`src/rtl/kps_pkg.sv`:
```
// shared constants and controller/datapath command and status types
// for the key run partition block; no dependencies
`default_nettype none

package kps_pkg;

  localparam int KPS_MAX_KEYS  = 1024;
  localparam int KPS_MAX_PARTS = 16;
  localparam int KPS_KEY_BITS  = 32;
  localparam int KPS_CFG_W     = 5;
  localparam int KPS_OUT_W     = 11;

  typedef struct packed {
    logic load_en;
    logic div_step;
    logic rd_pos;
    logic ref_cap;
    logic rd_b;
    logic b_inc;
    logic b_len;
    logic push_mid;
    logic push_last;
  } kps_cmd_t;

  typedef struct packed {
    logic in_fire;
    logic in_last;
    logic div_last;
    logic pos_ge_len;
    logic b_ge_len;
    logic key_eq;
    logic out_free;
    logic idx_end;
  } kps_status_t;

endpackage

`default_nettype wire

```
`src/rtl/kps_ctrl.sv`:
```
// sequencer for load, gap division, boundary walk and part output
// depends on kps_pkg
`default_nettype none

module kps_ctrl
  import kps_pkg::*;
(
  input  wire logic        clk,
  input  wire logic        rst_n,
  input  wire kps_status_t st,
  output kps_cmd_t         cmd
);

  typedef enum logic [7:0] {
    S_LOAD  = 8'b0000_0001,
    S_DIV   = 8'b0000_0010,
    S_CHECK = 8'b0000_0100,
    S_REF   = 8'b0000_1000,
    S_SCAN  = 8'b0001_0000,
    S_CMP   = 8'b0010_0000,
    S_PUSH  = 8'b0100_0000,
    S_LAST  = 8'b1000_0000
  } state_t;

  state_t state_r, state_nxt;

  always_comb begin
    state_nxt = state_r;
    cmd       = '0;
    case (state_r)
      S_LOAD: begin
        cmd.load_en = 1'b1;
        if (st.in_fire && st.in_last) begin
          state_nxt = S_DIV;
        end
      end
      S_DIV: begin
        cmd.div_step = 1'b1;
        if (st.div_last) begin
          state_nxt = S_CHECK;
        end
      end
      S_CHECK: begin
        if (st.idx_end) begin
          state_nxt = S_LAST;
        end else if (st.pos_ge_len) begin
          cmd.b_len = 1'b1;
          state_nxt = S_PUSH;
        end else begin
          cmd.rd_pos = 1'b1;
          state_nxt  = S_REF;
        end
      end
      S_REF: begin
        cmd.ref_cap = 1'b1;
        state_nxt   = S_SCAN;
      end
      S_SCAN: begin
        if (st.b_ge_len) begin
          state_nxt = S_PUSH;
        end else begin
          cmd.rd_b  = 1'b1;
          state_nxt = S_CMP;
        end
      end
      S_CMP: begin
        if (st.key_eq) begin
          cmd.b_inc = 1'b1;
          state_nxt = S_SCAN;
        end else begin
          state_nxt = S_PUSH;
        end
      end
      S_PUSH: begin
        if (st.out_free) begin
          cmd.push_mid = 1'b1;
          state_nxt    = S_CHECK;
        end
      end
      S_LAST: begin
        if (st.out_free) begin
          cmd.push_last = 1'b1;
          state_nxt     = S_LOAD;
        end
      end
      default: begin
        state_nxt = S_LOAD;
      end
    endcase
  end

  always_ff @(posedge clk) begin
    if (!rst_n) begin
      state_r <= S_LOAD;
    end else begin
      state_r <= state_nxt;
    end
  end

endmodule

`default_nettype wire

```
`config.mk`:
```
export PLATFORM = sky130hd
export DESIGN_NAME = kps_ctrl
export DESIGN_NICKNAME = d
export VERILOG_FILES = /design/src/rtl/kps_pkg.sv /design/src/rtl/kps_ctrl.sv
export SDC_FILE = /design/constraint.sdc
export NUM_CORES = 1
export LEC_CHECK = 0
export ABC_AREA = 1
export BUFFER_PORTS_ARGS = -buffer_cell sky130_fd_sc_hd__buf_2
export CAP_MARGIN = 20
export CORE_AREA = 2 2 39 41
export CTS_BUF_LIST = sky130_fd_sc_hd__clkbuf_16
export CTS_CLUSTER_SIZE = 20
export DETAILED_ROUTE_END_ITERATION = 12
export DIE_AREA = 0 0 41 43
export HOLD_SLACK_MARGIN = 0.06
export PLACE_DENSITY = 0.74
export SKIP_CTS_REPAIR_TIMING = 1
export SLEW_MARGIN = 20
export SYNTH_ARGS = -nofsm -noshare
export SYNTH_HDL_FRONTEND = slang
export SYNTH_SLANG_ARGS = --single-unit
```
`constraint.sdc`:
```
create_clock -name clk -period 1.6 [get_ports clk]
set_input_delay 0.32 -clock clk [delete_from_list [all_inputs] [get_ports clk]]
set_output_delay 0.32 -clock clk [all_outputs]
set_load 0.02 [all_outputs]
```
# Word-level counts from Yosys, hierarchy flattened

Index checks and enable logic that the tools add are counted.

Bits in read-only memories: 0
Bits in latches: 0
Output and inout port bits: 9
Logic and storage cells: 40
Register bits: 8
Bits of input ports: 10
Memories: 0
Memory bits (writable): 0

$mul: 0
Bitwise gates (word level): 0
Muxes and demuxes: 25
$lt $le $gt $ge: 0
Equal/unequal tests: 12
Reduce and logical (&&, ||, !) cells: 2
$add $sub $neg: 0
Shift-type cells: 0
Divide/modulo/power cells: 0

Operators by type and width:

| kind                                                                   | number |
|---|---|
| 8-bit case mux with 8 select lines                                     | 1 |
| 8-bit two-way mux                                                      | 5 |
| 7-bit two-way mux                                                      | 3 |
| 1-bit two-way mux                                                      | 16 |
| 8-bit by 1-bit equality test with 1-bit output (second input constant) | 1 |
| 8-bit by 2-bit equality test with 1-bit output (second input constant) | 1 |
| 8-bit by 3-bit equality test with 1-bit output (second input constant) | 1 |
| 8-bit by 4-bit equality test with 1-bit output (second input constant) | 1 |
| 8-bit by 5-bit equality test with 1-bit output (second input constant) | 1 |
| 8-bit by 6-bit equality test with 1-bit output (second input constant) | 1 |
| 8-bit by 7-bit equality test with 1-bit output (second input constant) | 1 |
| 8-bit equality test (second input constant)                            | 1 |
| 2-bit inequality test (second input constant)                          | 4 |
| 4-bit AND reduction                                                    | 1 |
| 1-bit logical AND                                                      | 1 |

# Logic depth before layout (Yosys ltp)

Depth in word-level cells: 3
Gate-level depth with buffers: 10
Mapped depth without buffers: 10

# Worst setup path after synthesis

No wires, ideal clock.

Path type: reg-to-output
From: reg state_r[6]
To: out cmd[2] (netlist name)
Stages on the path, launching flop included: 7
Slack: 0.083 ns
Data arrival time: 1.197 ns
Path buffers: 0
Cell sequence: dfxtp_1 > nor2_2 > nand2_2 > inv_4 > nand2_4 > or2_4 > nor2_1

RTL lines:

| element                  | RTL line       | RTL |
|---|---|---|
| start: declaration       | kps_ctrl.sv:25 | `state_t state_r, state_nxt;` |
| start signal: assignment | kps_ctrl.sv:96 | `state_r <= state_nxt;` |
| end: declaration         | kps_ctrl.sv:11 | `output kps_cmd_t cmd` |

==> results.yml <==
synthesis:
  syn-instance-count: 99
  synthFlopType: "dfxtp_1"
  synth_nets: 109
  ys_types: 18
  syn_area_um2: 572
  ys.warnings.count: 0
  synth_mux_area_share_pct: 0
  synth_edf_count: 0
  yosysMostFrequentCell: "nand2_1"
  synth.area.top_cells: "dfxtp_1, nand2_1, nor2_1"
  synthTopCellsByCount: "nand2_1, nor2_1, inv_1"
  synthSimpleGateAreaFrac_pct: 56.0
  synth_top_family_by_area: "simple AND/OR/NAND/NOR gates"
  avgSynthCellArea_um2: 5.78
  synth_xor_area_share_pct: 0
  synth-seq-cells: 8
  yosysSeqAreaShare_pct: 28.0
  synth_top_area_share_pct: 28.0
  synthAdderAreaFrac_pct: 0
  yosys.area.top_type: "dfxtp_1"
  async_flop_share_pct: 0
  synth-compound-area-share_pct: 1.75
grt:
  antenna_found_initial: 0
  grt_pass1_wl_um: 2170
  grt_pass1_vias: 536
  overflow: 0
  grt_usage_pct: 18.6
  grt_max_degree: 7
final_layout:
  largest-register: "state_r"
  antenna_cells: 0
  final_nets: 140
  nFillCells: 131
  final_cells: 144
  drive_gt1_share_pct: 42.2
  largest_reg_flops: 8
  area_growth_pct: 49.0
  reg_top3: "state_r x8"
detailed_routing:
  via_per_inst: 4.69
  drtAntennaViolNets: 0
  wl_met2_um: 693
  maxUsedRoutingLayer: "met4"
  drt_first_pass_iters: 4
  drt_wl_total_um: 1410
  met1Wirelength_um: 628
  drc: 0
  routedWlPerCell_um: 9.76
  drtIter0Drc: 13
  wl_met3_um: 49
  vias: 675
clocking:
  clkLatencyLatePin_ps: 230
  clk_pin_slew_ps: 30
  cts_tree: "done"
  clk_path_buf_depth: 2
  cts_root_buf: "clkbuf_16"
  cts_sinks: 8
  numCtsBuffers: 3
  htreeDepth: 1
run_status:
  violations: "setup timing"
  status: "finished with violations"
worst_setup_path:
  reg2reg_setup_slack_ps: 190
  reg2reg_to: "state_r[7]"
  start_kind: "flop"
  cp_max_fo: 3
  r2r_cells: 11
  worstSetupPathType: "reg2out"
  rr_startpoint: "state_r[7]"
  arrival_ps: 1390
  cp-end-kind: "primary output"
  required_ps: 1280
die:
  die_width_um: 41
  dieArea_um2: 1760
  ioPinCount: 19
  coreArea_um2: 1380
  die_h_um: 43
  start_util_pct: 41.3
  std_cell_rows: 14
timing:
  tightest_slew_ps: 194
  maxSlewViolCount: 0
  finalCritPeriodShare_pct: 107
  worst_slack_ps: -113
  max_freq_mhz: 584
  min_period_ps: 1710
  maxSlewHeadroom_pct: 87.0
  setup_viol: 3
  hold_viol_final: 0
  rsz0062_at_grt: "yes"
  fin_worst_skew_ps: 2.81
worst_hold_path:
  hold_path_startpoint: "st[3]"
  holdPathEnd: "state_r[5]"
  hold_path.class: "in2reg"
  holdPathStages: 2
pwr:
  total_power_uw: 1250
  powerDensity_nw_per_um2: 1470
  ir_drop_mv: 1.29
  leakage_uw: 0.000475
job:
  maxCapViolCount: 0
place:
  hpwl_um: 1050
  port-buffer-count: 18
  gp_congestion: 0.805
  dp_cells: 134
## report_power, final
part / switching [uW] / total (uW) / internal [uW]
combinational: 341 / 550 / 210
sequential: 38.7 / 283 / 245
clock: 97.8 / 420 / 322
## cell families (layout without fill, tap and decap cells)
kind of cell    Yosys count  in the layout
simple gates             68             68
compound gates            2              2
flops                     8              8
buf+inv                  21             50
## worst max-delay path, cell delays in order (launching register included)
cell and delay, ps:
dfxtp_2 330, nor2_4 130, nand2_2 90, inv_4 80
nand2_4 50, or2_4 240, nor2_4 120, buf_6 120
## layout by cell type (no fill, tap or decap)
cell	synthesis	routed
inv_1	17	15
o21ai_0	1	1
nor2_4	2	3
nor2_2	2	5
buf_6	0	1
dfxtp_2	0	5
and2_1	1	1
inv_2	3	5
or2_4	1	1
inv_4	1	1
buf_2	0	15
nand2_1	23	22
dfxtp_1	8	3
nand3_2	1	1
clkbuf_16	0	3
nand2_4	1	1
a21oi_1	1	1
nand4_1	2	2
buf_4	0	10
nand2_2	2	3
nand3_1	8	8
nor3_1	3	3
nor2_1	22	18
## final cells by class
type | instances | area (um2) | share of cell area, %
Multi-Input combinational cell | 70 | 348 | 40.8
Sequential cell | 8 | 166 | 19.5
Timing Repair Buffer | 26 | 161 | 18.9
Inverter | 21 | 81.3 | 9.54
Clock buffer | 3 | 75.1 | 8.81
Tap cell | 16 | 20.0 | 2.35
## metal layers
metal,global-route usage (%),vias to the layer above
met5,0,-
met4,12.0,0
met2,25.9,13
met1,24.3,299
li1,-,358
met3,4.71,5
## through the flow
step / utilization, % / setup slack (ps) / area (um2) / hold WS, ps / setup TNS (ps)
after global routing: 61.6 / -161 / 852 / 279 / -507
final: 61.6 / -113 / 852 / 283 / -219
after global placement: 49.8 / 97.6 / 689 / 490 / 0
after floorplan: - / 83.1 / 572 / 399 / 0
after CTS: 55.2 / -200 / 764 / 291 / -722
after detailed placement: 49.8 / 47.1 / 689 / 498 / 0
## worst max path at each step
stage / startpoint / endpoint / slack [ps] / depth (start not counted)
floorplan: state_r[6] / cmd[2] / 80 / 6
global placement: state_r[6] / cmd[6] / 100 / 7
detailed placement: state_r[6] / cmd[6] / 50 / 7
CTS: state_r[6] / cmd[6] / -200 / 7
global route: state_r[7] / cmd[6] / -160 / 7
finish: state_r[7] / cmd[6] / -110 / 7
(Power assumes the default switching activity.)
